### src/sv/pes_pkg.sv
// shared types and constants for the execute stage
package pes_pkg;

	localparam int PredEntries = 256;
	localparam int PredIdxW = $clog2(PredEntries);
	localparam int QueueDepth = 2;
	localparam int QueueIdxW = $clog2(QueueDepth);

	typedef enum logic [4:0] {
		OP_ADD = 5'd0, OP_SUB = 5'd1, OP_MUL = 5'd2, OP_DIV = 5'd3,
		OP_EQ = 5'd4, OP_NEQ = 5'd5, OP_LT = 5'd6, OP_GT = 5'd7,
		OP_LE = 5'd8, OP_GE = 5'd9, OP_AND = 5'd10, OP_OR = 5'd11,
		OP_XOR = 5'd12, OP_SHL = 5'd13, OP_SHR = 5'd14, OP_LOAD = 5'd15,
		OP_STORE = 5'd16, OP_SYSCALL = 5'd17, OP_JUMPCOND = 5'd18, OP_MOV = 5'd19
	} opcode_t;

	localparam logic [1:0] MEM_NONE = 2'd0;
	localparam logic [1:0] MEM_READ = 2'd1;
	localparam logic [1:0] MEM_WRITE = 2'd2;

	typedef enum logic [2:0] {
		CLS_NOP, CLS_ALU, CLS_DIV, CLS_LOAD, CLS_STORE, CLS_SYS, CLS_JUMP, CLS_MOV
	} cls_t;

	// classified instruction passed from front to back
	typedef struct packed {
		logic        live;
		cls_t        cls;
		logic [4:0]  opcode;
		logic [15:0] value_a;
		logic [15:0] value_b;
		logic [3:0]  dest_reg;
		logic [15:0] immediate;
		logic [7:0]  pc;
		logic [15:0] predicted_target;
	} instr_t;

	typedef struct packed {
		logic              out_valid;
		logic              write_reg;
		logic [3:0]        target_reg;
		logic [15:0]       alu_result;
		logic [1:0]        mem_access;
		logic [15:0]       mem_address;
		logic [15:0]       mem_write_data;
		logic              halt;
		logic              redirect;
		logic [15:0]       redirect_pc;
		logic signed [2:0] history_counter;
	} result_t;

endpackage

### src/sv/pes_front.sv
// front end: accepts beats, classifies them and fills the instruction queue
module pes_front (
	input  logic            clk,
	input  logic            arst_n,
	input  logic            in_valid,
	output logic            in_ready,
	input  logic [82:0]     in_data,
	output logic            q_valid,
	input  logic            q_ready,
	output pes_pkg::instr_t q_data
);
	pes_pkg::instr_t                 cls_instr;
	pes_pkg::instr_t                 mem_q [pes_pkg::QueueDepth];
	logic [pes_pkg::QueueIdxW-1:0]   wr_q;
	logic [pes_pkg::QueueIdxW-1:0]   rd_q;
	logic [pes_pkg::QueueIdxW:0]     cnt_q;
	logic                            push;
	logic                            pop;

	always_comb begin
		cls_instr.live = ~in_data[0] & in_data[1];
		cls_instr.opcode = in_data[6:2];
		cls_instr.value_a = in_data[22:7];
		cls_instr.value_b = in_data[38:23];
		cls_instr.dest_reg = in_data[42:39];
		cls_instr.immediate = in_data[58:43];
		cls_instr.pc = in_data[66:59];
		cls_instr.predicted_target = in_data[82:67];
		if (cls_instr.opcode inside {[pes_pkg::OP_ADD:pes_pkg::OP_MUL],
				[pes_pkg::OP_EQ:pes_pkg::OP_SHR]})
			cls_instr.cls = pes_pkg::CLS_ALU;
		else begin
			case (cls_instr.opcode)
				pes_pkg::OP_DIV:      cls_instr.cls = pes_pkg::CLS_DIV;
				pes_pkg::OP_LOAD:     cls_instr.cls = pes_pkg::CLS_LOAD;
				pes_pkg::OP_STORE:    cls_instr.cls = pes_pkg::CLS_STORE;
				pes_pkg::OP_SYSCALL:  cls_instr.cls = pes_pkg::CLS_SYS;
				pes_pkg::OP_JUMPCOND: cls_instr.cls = pes_pkg::CLS_JUMP;
				pes_pkg::OP_MOV:      cls_instr.cls = pes_pkg::CLS_MOV;
				default:              cls_instr.cls = pes_pkg::CLS_NOP;
			endcase
		end
	end

	assign in_ready = cnt_q != (pes_pkg::QueueIdxW+1)'(pes_pkg::QueueDepth);
	assign q_valid = cnt_q != '0;
	assign q_data = mem_q[rd_q];
	assign push = in_valid & in_ready;
	assign pop = q_valid & q_ready;

	always_ff @(posedge clk or negedge arst_n) begin
		if (!arst_n) begin
			wr_q <= '0;
			rd_q <= '0;
			cnt_q <= '0;
		end else begin
			if (push) wr_q <= wr_q + 1'b1;
			if (pop) rd_q <= rd_q + 1'b1;
			cnt_q <= cnt_q + (pes_pkg::QueueIdxW+1)'(push) - (pes_pkg::QueueIdxW+1)'(pop);
		end
	end

	always_ff @(posedge clk) begin
		if (push) mem_q[wr_q] <= cls_instr;
	end
endmodule

### src/sv/pes_back.sv
// back end: alu, iterative divider, predictor update and output register
module pes_back (
	input  logic            clk,
	input  logic            arst_n,
	input  logic            q_valid,
	output logic            q_ready,
	input  pes_pkg::instr_t q_data,
	output logic            out_valid,
	input  logic            out_ready,
	output pes_pkg::result_t out_data
);
	typedef enum logic [1:0] {ST_CLEAR, ST_RUN, ST_JUMP, ST_DIV} state_t;

	// counter held as the low two bits of its 3-bit two's complement value
	localparam logic [1:0] CNT_MAX = 2'b10;
	localparam logic [1:0] CNT_MIN = 2'b11;

	state_t                       state_q;
	logic [pes_pkg::PredIdxW-1:0] clr_q;
	logic [pes_pkg::PredIdxW:0]   clr_next;
	logic [1:0]                   pcnt_q [pes_pkg::PredEntries];
	logic [1:0]                   cnt_rd_q;
	logic                         ovalid_q;
	pes_pkg::result_t             res_q;
	pes_pkg::result_t             res;
	pes_pkg::result_t             div_res;
	logic [15:0]                  quo_q;
	logic [16:0]                  rem_q;
	logic [15:0]                  dvs_q;
	logic [4:0]                   dcnt_q;
	logic [3:0]                   dreg_q;
	logic [16:0]                  rem_sh;
	logic [16:0]                  rem_sub;
	logic                         slot_free;
	logic                         take;
	logic                         is_jump;
	logic                         is_div;
	logic                         div_done;
	logic [pes_pkg::PredIdxW-1:0] pidx;
	logic [1:0]                   cnt_old;
	logic [1:0]                   cnt_new;
	logic                         taken;
	logic [15:0]                  actual;
	logic [31:0]                  prod;

	assign slot_free = ~ovalid_q | out_ready;
	assign is_jump = q_data.live & (q_data.cls == pes_pkg::CLS_JUMP);
	assign is_div = q_data.live & (q_data.cls == pes_pkg::CLS_DIV) & (q_data.value_b != 16'd0);
	assign div_done = (state_q == ST_DIV) & (dcnt_q == 5'd0);
	// jumps wait in ST_JUMP for the registered counter read, divides until the quotient is ready
	assign q_ready = slot_free & (((state_q == ST_RUN) & ~is_jump & ~is_div)
		| (state_q == ST_JUMP) | div_done);
	assign take = q_valid & q_ready;
	assign out_valid = ovalid_q;
	assign out_data = res_q;
	assign pidx = q_data.pc[pes_pkg::PredIdxW-1:0];
	assign cnt_old = cnt_rd_q;
	assign actual = q_data.value_a != 16'd0 ? q_data.immediate : 16'd0;
	assign taken = actual != 16'd0;
	assign clr_next = {1'b0, clr_q} + 1'b1;
	assign prod = q_data.value_a * q_data.value_b;
	assign rem_sh = {rem_q[15:0], quo_q[15]};
	assign rem_sub = rem_sh - {1'b0, dvs_q};

	always_comb begin
		if (taken) cnt_new = (cnt_old == CNT_MAX) ? cnt_old : cnt_old + 2'd1;
		else cnt_new = (cnt_old == CNT_MIN) ? cnt_old : cnt_old - 2'd1;
	end

	always_comb begin
		div_res = '0;
		div_res.out_valid = 1'b1;
		div_res.write_reg = 1'b1;
		div_res.target_reg = dreg_q;
		div_res.alu_result = quo_q;
	end

	always_comb begin
		res = '0;
		if (q_data.live) begin
			res.out_valid = 1'b1;
			case (q_data.cls)
				pes_pkg::CLS_ALU, pes_pkg::CLS_DIV: begin
					res.write_reg = 1'b1;
					res.target_reg = q_data.dest_reg;
					case (q_data.opcode)
						pes_pkg::OP_ADD: res.alu_result = q_data.value_a + q_data.value_b;
						pes_pkg::OP_SUB: res.alu_result = q_data.value_a - q_data.value_b;
						pes_pkg::OP_MUL: res.alu_result = prod[15:0];
						pes_pkg::OP_DIV: res.alu_result = 16'hffff;
						pes_pkg::OP_EQ:  res.alu_result = 16'(q_data.value_a == q_data.value_b);
						pes_pkg::OP_NEQ: res.alu_result = 16'(q_data.value_a != q_data.value_b);
						pes_pkg::OP_LT:  res.alu_result = 16'(q_data.value_a < q_data.value_b);
						pes_pkg::OP_GT:  res.alu_result = 16'(q_data.value_a > q_data.value_b);
						pes_pkg::OP_LE:  res.alu_result = 16'(q_data.value_a <= q_data.value_b);
						pes_pkg::OP_GE:  res.alu_result = 16'(q_data.value_a >= q_data.value_b);
						pes_pkg::OP_AND: res.alu_result = q_data.value_a & q_data.value_b;
						pes_pkg::OP_OR:  res.alu_result = q_data.value_a | q_data.value_b;
						pes_pkg::OP_XOR: res.alu_result = q_data.value_a ^ q_data.value_b;
						pes_pkg::OP_SHL: res.alu_result = q_data.value_b[15:4] != 12'd0 ? 16'd0
							: q_data.value_a << q_data.value_b[3:0];
						default: res.alu_result = q_data.value_b[15:4] != 12'd0 ? 16'd0
							: q_data.value_a >> q_data.value_b[3:0];
					endcase
				end
				pes_pkg::CLS_LOAD: begin
					res.write_reg = 1'b1;
					res.target_reg = q_data.dest_reg;
					res.mem_access = pes_pkg::MEM_READ;
					res.mem_address = q_data.value_a;
				end
				pes_pkg::CLS_STORE: begin
					res.mem_access = pes_pkg::MEM_WRITE;
					res.mem_address = q_data.value_a;
					res.mem_write_data = q_data.value_b;
				end
				pes_pkg::CLS_SYS: res.halt = 1'b1;
				pes_pkg::CLS_JUMP: begin
					res.history_counter = {cnt_new == CNT_MIN, cnt_new};
					if (q_data.predicted_target != actual) begin
						res.redirect = 1'b1;
						res.redirect_pc = taken ? actual : {8'd0, q_data.pc} + 16'd1;
					end
				end
				pes_pkg::CLS_MOV: begin
					res.write_reg = 1'b1;
					res.target_reg = q_data.dest_reg;
					res.alu_result = q_data.immediate;
				end
				default: ;
			endcase
		end
	end

	// predictor counters: cleared by a sweep after reset, registered read at the head pc
	always_ff @(posedge clk) begin
		cnt_rd_q <= pcnt_q[pidx];
		if (state_q == ST_CLEAR) begin
			pcnt_q[clr_q] <= 2'd0;
		end else if (take & is_jump) begin
			pcnt_q[pidx] <= cnt_new;
		end
	end

	always_ff @(posedge clk or negedge arst_n) begin
		if (!arst_n) begin
			state_q <= ST_CLEAR;
			clr_q <= '0;
			ovalid_q <= 1'b0;
			dcnt_q <= '0;
		end else begin
			if (take) begin
				ovalid_q <= 1'b1;
				res_q <= div_done ? div_res : res;
			end else if (out_ready) begin
				ovalid_q <= 1'b0;
			end
			case (state_q)
				ST_CLEAR: begin
					clr_q <= clr_next[pes_pkg::PredIdxW-1:0];
					if (clr_next[pes_pkg::PredIdxW]) state_q <= ST_RUN;
				end
				ST_RUN: begin
					if (q_valid & is_jump) begin
						state_q <= ST_JUMP;
					end else if (q_valid & is_div) begin
						// restoring divide, one quotient bit a cycle
						state_q <= ST_DIV;
						quo_q <= q_data.value_a;
						rem_q <= '0;
						dvs_q <= q_data.value_b;
						dreg_q <= q_data.dest_reg;
						dcnt_q <= 5'd16;
					end
				end
				ST_JUMP: begin
					if (take) state_q <= ST_RUN;
				end
				ST_DIV: begin
					if (dcnt_q != 5'd0) begin
						dcnt_q <= dcnt_q - 5'd1;
						if (!rem_sub[16]) begin
							rem_q <= rem_sub;
							quo_q <= {quo_q[14:0], 1'b1};
						end else begin
							rem_q <= rem_sh;
							quo_q <= {quo_q[14:0], 1'b0};
						end
					end else if (take) begin
						state_q <= ST_RUN;
					end
				end
				default: state_q <= ST_RUN;
			endcase
		end
	end
endmodule

### src/sv/pipeline_execute_stage.sv
// top level of the execute stage: front classifier, queue and back execution
//
// channel  dir  tdata fields (lsb first)
// s_axis   in   flush, slot_valid, opcode, value_a, value_b, dest_reg, immediate, pc,
//               predicted_target
// m_axis   out  out_valid, write_reg, target_reg, alu_result, mem_access, mem_address,
//               mem_write_data, halt, redirect, redirect_pc, history_counter
//
// one instruction per cycle unless stalled, result registered on dequeue
// a conditional jump waits in ST_JUMP for the registered predictor counter read
// a nonzero divide runs in the shift-subtract divider
// after reset a sweep clears all 256 predictor entries before the first beat executes
// a two-entry queue between front and back lets input keep flowing while output stalls
module pipeline_execute_stage (
	input  logic         clk,
	input  logic         arst_n,
	input  logic         s_axis_tvalid,
	output logic         s_axis_tready,
	input  logic [87:0]  s_axis_tdata,  // flush, slot_valid, opcode, value_a, value_b,
	                                    // dest_reg, immediate, pc, predicted_target
	output logic         m_axis_tvalid,
	input  logic         m_axis_tready,
	output logic [79:0]  m_axis_tdata   // out_valid, write_reg, target_reg, alu_result,
	                                    // mem_access, mem_address, mem_write_data, halt,
	                                    // redirect, redirect_pc, history_counter
);
	pes_pkg::instr_t  qd;
	pes_pkg::result_t r;
	logic             qv;
	logic             qr;
	logic             unused_pad;

	pes_front u_front (
		.clk(clk), .arst_n(arst_n),
		.in_valid(s_axis_tvalid), .in_ready(s_axis_tready),
		.in_data(s_axis_tdata[82:0]),
		.q_valid(qv), .q_ready(qr), .q_data(qd)
	);

	pes_back u_back (
		.clk(clk), .arst_n(arst_n),
		.q_valid(qv), .q_ready(qr), .q_data(qd),
		.out_valid(m_axis_tvalid), .out_ready(m_axis_tready), .out_data(r)
	);

	assign unused_pad = ^s_axis_tdata[87:83];
	assign m_axis_tdata = {3'd0, r.history_counter, r.redirect_pc, r.redirect, r.halt,
		r.mem_write_data, r.mem_address, r.mem_access, r.alu_result, r.target_reg,
		r.write_reg, r.out_valid};
endmodule

### config.mk
export PLATFORM = sky130hd
export DESIGN_NAME = pipeline_execute_stage
export DESIGN_NICKNAME = d
export VERILOG_FILES = /design/src/sv/pes_pkg.sv /design/src/sv/pes_front.sv /design/src/sv/pes_back.sv /design/src/sv/pipeline_execute_stage.sv
export SDC_FILE = /design/constraint.sdc
export NUM_CORES = 2
export LEC_CHECK = 0
export BUFFER_PORTS_ARGS = -buffer_cell sky130_fd_sc_hd__buf_2
export CORE_MARGIN = 4
export CORE_UTILIZATION = 50
export CTS_BUF_LIST = sky130_fd_sc_hd__clkbuf_16
export CTS_CLUSTER_SIZE = 8
export DETAILED_ROUTE_END_ITERATION = 8
export PLACE_DENSITY_LB_ADDON = 0.05
export SLEW_MARGIN = 0
export SYNTH_ARGS = -nofsm -noshare
export SYNTH_HDL_FRONTEND = slang
export SYNTH_SLANG_ARGS = --single-unit
export TNS_END_PERCENT = 10
### constraint.sdc
create_clock -name clk -period 11.1 [get_ports clk]
set_input_delay 1.11 -clock clk [delete_from_list [all_inputs] [get_ports clk]]
set_output_delay 1.11 -clock clk [all_outputs]
set_load 0.01 [all_outputs]
Word-level counts from Yosys, hierarchy flattened. Memory sizes are Yosys's and may differ from the RTL's. A register that Yosys moved wholly into a read port is not among the register bits. Cells that the tools add are included.

Input bits: 92. Register bits after elaboration: 149. Output and inout bits: 82. RAM bits: 682. Memories kept: 2.

Memory list: u_back.pcnt_q (words 256, width 2, read ports 1, clocked after memory_dff 1, write ports 1, RTL line pes_back.sv:21) `logic [1:0] pcnt_q [pes_pkg::PredEntries];`; u_front.mem_q (words 2, width 85, read ports 1, clocked after memory_dff 0, write ports 1, RTL line pes_front.sv:13) `pes_pkg::instr_t mem_q [pes_pkg::QueueDepth];`.

Multipliers: 1. Shifts and indexed selects: 2. Reductions and logical operators: 26. Magnitude comparators: 8. Mux-type cells: 51. Eq/ne operators: 42. Bitwise operators: 28. Add/subtract/negate cells: 12.

Operator list (number): 16-bit one-hot mux with 14 select lines (1); 16-bit two-way mux (12); 16-bit one-hot mux with 2 select lines (3); 77-bit two-way mux (1); 75-bit two-way mux (1); 16-bit nonzero test (3); 18-bit one-hot mux with 2 select lines (1); 5-bit by 4-bit equality test with 1-bit output, second input constant (7); 16-bit inequality test (2); 5-bit by 3-bit equality test with 1-bit output, second input constant (4); 5-bit equality test, second input constant (4); 20-bit two-way mux (1); 5-bit two-way mux (4); 8-bit by 1-bit adder with 9-bit output, second input constant (2); 2-bit two-way mux (9); 3-bit one-hot mux with 6 select lines (1); 17-bit two-way mux (1); 17-bit by 16-bit subtractor with 17-bit output (1); 16-bit adder (1); 16-bit bitwise AND (1); 16-bit equality test (1); 16-bit greater-or-equal comparator (1); 16-bit greater-than comparator (1); 16-bit <= comparator (1); other kinds (48) (106).

Longest topological paths before layout. An unclocked memory read counts as a cell.

Word-level depth: 16. Gate-level depth with buffers: 30. Gate-level depth less buffers: 24.

Hierarchy. A second synthesis with hierarchy kept.

Cell total of the unflattened synthesis: 3069. Area total of the unflattened synthesis: 42542.1 um^2.

By module, submodules not included: pes_back (area each 35924.5 um^2, instances 1, cells an instance 2774); pes_front (area each 6591.3 um^2, instances 1, cells an instance 291); pipeline_execute_stage (area each 26.3 um^2, instances 1, cells an instance 4).

Least setup slack after synthesis. OpenSTA, ideal clock, no wires.

Path type: register to register. From: reg u_front.rd_q. To: mem u_back.pcnt_q[0][0] (data pin). Cell stages (with the launch flop): 13. Buffers on the path: 7. Arrival time: 8.331 ns. Setup slack: 1.380 ns. Cells stage by stage: dfrtp_1 -> buf_6 -> buf_8 -> buf_6 -> buf_6 -> buf_6 -> buf_2 -> mux2i_1 -> nand4_1 -> o41ai_2 -> buf_2 -> mux2i_1 -> nor2_1.

Word-level cells in the longest chain between the ends: 16. Elaborated cells on any way between the ends: 25. Classes of those cells: eq/ne: 2; mux: 6; bitwise: 12; reduce/logical: 4; memory: 1.

RTL lines: start: declaration (RTL line pes_front.sv:15) `logic [pes_pkg::QueueIdxW-1:0] rd_q;`; start signal: assignment (RTL line pes_front.sv:58) `if (pop) rd_q <= rd_q + 1'b1;`; memory read 2 x 85 bit *; 3-bit equality test or 3-bit by 2-bit equality test with 1-bit output (tied branches) (RTL line pes_back.sv:47, pes_back.sv:48); 1-bit bitwise AND, on equally long branches (RTL line pes_back.sv:47, pes_back.sv:48); 1-bit NOT or 1-bit bitwise AND (tied branches) (RTL line pes_back.sv:51, pes_back.sv:48); 1-bit bitwise AND or 1-bit NOT (tied branches) (RTL line pes_back.sv:51) `assign q_ready = slot_free & (((state_q == ST_RUN) & ~is_jump & ~is_div)`; 1-bit bitwise AND (RTL line pes_back.sv:51); 1-bit bitwise OR (2 in a row) (RTL line pes_back.sv:52) `| (state_q == ST_JUMP) | div_done);`; 1-bit bitwise AND (RTL line pes_back.sv:51); 1-bit bitwise AND (RTL line pes_back.sv:53) `assign take = q_valid & q_ready;`; 1-bit bitwise AND (RTL line pes_back.sv:140) `end else if (take & is_jump) begin`; 1-bit two-way mux (RTL line pes_back.sv:140); 1-bit two-way mux (RTL line pes_back.sv:138) `if (state_q == ST_CLEAR) begin`; 1-bit two-way mux (implied by the code) (RTL line pes_back.sv:141) `pcnt_q[pidx] <= cnt_new;`; 2-bit OR reduction (no line); 2-bit two-way mux (no line) *; end: declaration (RTL line pes_back.sv:21).

Every way passes the cells marked *; elsewhere a longest branch is shown, timed or not.

==> run metrics <==
status=finished, final reports clean; post-synthesis sequential area ratio=0.575; RSZ-0062 raised after global routing=false; Final GP Congestion=0.936; Worst-path clk slew=0.06 ns; wirelength, routed=128 mm; r2r worst-path depth=23; Final Hold Violating Endpoints=0; Std-Cell Rows=107; TNS Setup=0 ns; CP Launch Type=register; final setup violating endpoints=0; r2r endpoint=u_back.out_data[70]; CTS buffer count=114; layout cells sized above 1=0.129; Core Region=0.0855 sq mm; maximum fanout along the worst path=41; vias=30232; total global routing overflow=0; Mean Syn Cell Area=11.7 sq um; Final ANT Viol Nets=0; Synth Area in Simple Gates=0.135; Ports=174; CP top delay family=adder cells; Final nets=4156; CP max-delay cell=dfrtp_4; setup bufs post-CTS=0; clock root buffer=clkbuf_16; Die H=302 um; Worst R2R Start=u_front.rd_q; largest net degree at the start of global routing=257; Die X=302 um; Vias/cell=6.01; final worst path period need=7.89 ns; Cell Area, Synth=0.0433 sq mm; TritonRoute pass-1 iters=8; # hold bufs at CTS=0; synthesized flop and latch total=833; largest family of logic cells by synthesized area=simple AND/OR/NAND/NOR gates; H-tree depth=3; CP Class=register to register; final core utilization=0.567; worst-margin pin slew=1.39 ns; CTS max path bufs=3; initial antenna violation count=6; Arrival @ worst endpoint=8.40 ns; Port Buffers=165; Final HPWL DP=83.2 mm; critical path required time=11.62 ns; r2r setup slk=3.21 ns; Worst path most repeated cell=fa_1; drt initial violations=2315; Syn Inst Count=3705; Synth Area in Adders=0.0729; skew final=0.0712 ns; post-synthesis xor/xnor area fraction=0.0177; Hold Path Class=input port to asynchronous set/reset pin; vias in the first global route=30810; crit path capture type=register; Crit path buffers/inverters=6; DRC errors left=0; fmax=127 MHz; maxcap violations=0; Yosys warning count=0; Final Max Slew Viols=0; compound-cell area share of the yosys netlist=0.0883; delay of the slowest critical-path stage=0.84 ns; async set-reset flop share out of synthesis=0.0240; routed length per instance=25.5 um; first-pass GRT wire length=190 mm; All-Layer GR Usage=0.279; Yosys cell types=97; slew margin rel.=0.0721; Post-synth EDFFs=811; Sink Count=833; Main synth FF type=edfxtp_1; fin crit share=0.710; Resized cells post-CTS=0; die area=0.0913 sq mm; Worst-Skew Late Latency=0.71 ns; Initial Utilization=0.506; CTS tree=yes; Syn-to-layout area delta=12.1%; critical path, cell by cell=buf_4, mux2i_1, buf_4, inv_1, ha_1, inv_1, fa_1, inv_1, fa_1, inv_1, fa_1, fa_1, fa_1, fa_1, xor2_1, xnor2_1, xnor2_1, xnor2_1, xnor3_1, xnor2_1, xnor2_1, nand2_1, a22oi_1; mux share of post-synthesis cell area=0.0682
==> per-layer routing <==
| metal | routed length, um | share of wire | vias up | track usage |
|---|---|---|---|---|
| met2 | 62200 | 0.49 | 1132 | 0.468 |
| met1 | 51000 | 0.40 | 15167 | 0.357 |
| met4 | 5900 | 0.046 | 2 | 0.116 |
| met3 | 9000 | 0.070 | 300 | 0.0520 |
| li1 | - | - | 13631 | - |
| met5 | 13 | 0.00010 | - | 0 |
==> worst max-delay path by stage <==
stage	startpoint	endpoint	slack, ns	cells after the start
2_1_floorplan	u_front.rd_q	u_back.pcnt_q[0][0]	1.38	12
3_3_place_gp	u_front.rd_q	u_back.out_data[66]	3.37	22
3_5_place_dp	u_front.rd_q	u_back.out_data[66]	3.32	22
4_1_cts	u_front.rd_q	u_back.out_data[70]	3.30	23
5_1_grt	u_front.rd_q	u_back.out_data[67]	2.78	22
6_report	u_front.rd_q	u_back.out_data[70]	3.21	23
==> cell usage after synthesis, types with 66 or more instances <==
cell,number,area share
o21ai_0,73,0.0084
xnor2_1,66,0.013
edfxtp_1,811,0.56
mux2i_1,197,0.046
a311oi_1,70,0.014
inv_1,202,0.018
fa_1,82,0.038
buf_2,90,0.010
ha_1,121,0.035
a21oi_1,108,0.012
nand2_1,534,0.046
clkbuf_1,90,0.0078
nand3_1,69,0.0080
nor2_1,517,0.045
and3_1,68,0.0098
==> sequential cells by signal (all words and copies together), names as in the netlist, 2 cells and up <==
signal / flops
u_back.quo_q: 16
u_back.cnt_old: 2
u_back.dvs_q: 16
u_back.dcnt_q: 5
u_back.clr_q: 8
u_back.pcnt_q: 512
u_back.rem_q: 16
u_front.cnt_q: 2
u_front.mem_q: 170
u_back.dreg_q: 4
u_back.out_data: 77
u_back.state_q: 2
==> stage by stage <==
| step | hold WS [ns] | setup WS, ns | cells | instance area, sq um |
|---|---|---|---|---|
| 2_1_floorplan | 0.461 | 1.38 | 3707 | 43300 |
| 3_3_place_gp | 0.478 | 3.37 | 4889 | 45400 |
| 3_5_place_dp | 0.492 | 3.32 | 4889 | 45400 |
| 4_1_cts | 0.378 | 3.30 | 5029 | 48500 |
| 5_1_grt | 0.417 | 2.78 | 5030 | 48500 |
| 6_report | 0.399 | 3.21 | 5034 | 48500 |
==> worst register-to-register path: cells and delay by family, from the launching register on <==
family          cells  cell delay (ns)
fa+ha+maj           7             3.29
mux                 1             0.18
xor+xnor            7             1.84
buf+inv             6             1.29
compound gates      1             0.16
flops               1             0.84
simple gates        1             0.11
==> layout make-up <==
class | instances | area [sq um]
Clock buffer | 114 | 2850
Sequential cell | 833 | 24900
Tap cell | 1144 | 1430
Multi-Input combinational cell | 2447 | 16700
Clock inverter | 26 | 273
Inverter | 212 | 803
Fill cell | 7190 | 37000
Antenna cell | 5 | 12.5
Timing Repair Buffer | 253 | 1540
==> layout by cell type (no fill, tap or decap), types with 23 or more instances in the layout <==
cell type,instances
mux2_2,23
a311oi_1,70
xnor2_1,65
fa_1,82
inv_1,219
o21ai_0,73
mux2i_1,189
a211oi_1,39
nand3_1,69
nor2_1,514
edfxtp_1,811
a31oi_1,27
a21oi_1,108
clkbuf_16,114
buf_4,84
buf_2,165
and3_1,67
ha_1,121
mux4_2,27
nand2_1,529
nor3_1,64
==> kinds of logic (layout without fill, tap and decap cells) <==
| group | after synthesis | after routing |
|---|---|---|
| DFF | 833 | 833 |
| xor gates and xnor gates | 86 | 86 |
| adders and majority gates | 203 | 203 |
| buffers and inverters | 427 | 605 |
| AOI/OAI and AO/OA | 529 | 529 |
| other | 1 | 8 |
| muxes | 255 | 255 |
| and+or+nand+nor | 1371 | 1371 |
Power is left out: the tool's default activity adds up to more than one toggle a clock period on the data nets, which glitch-free logic cannot reach.
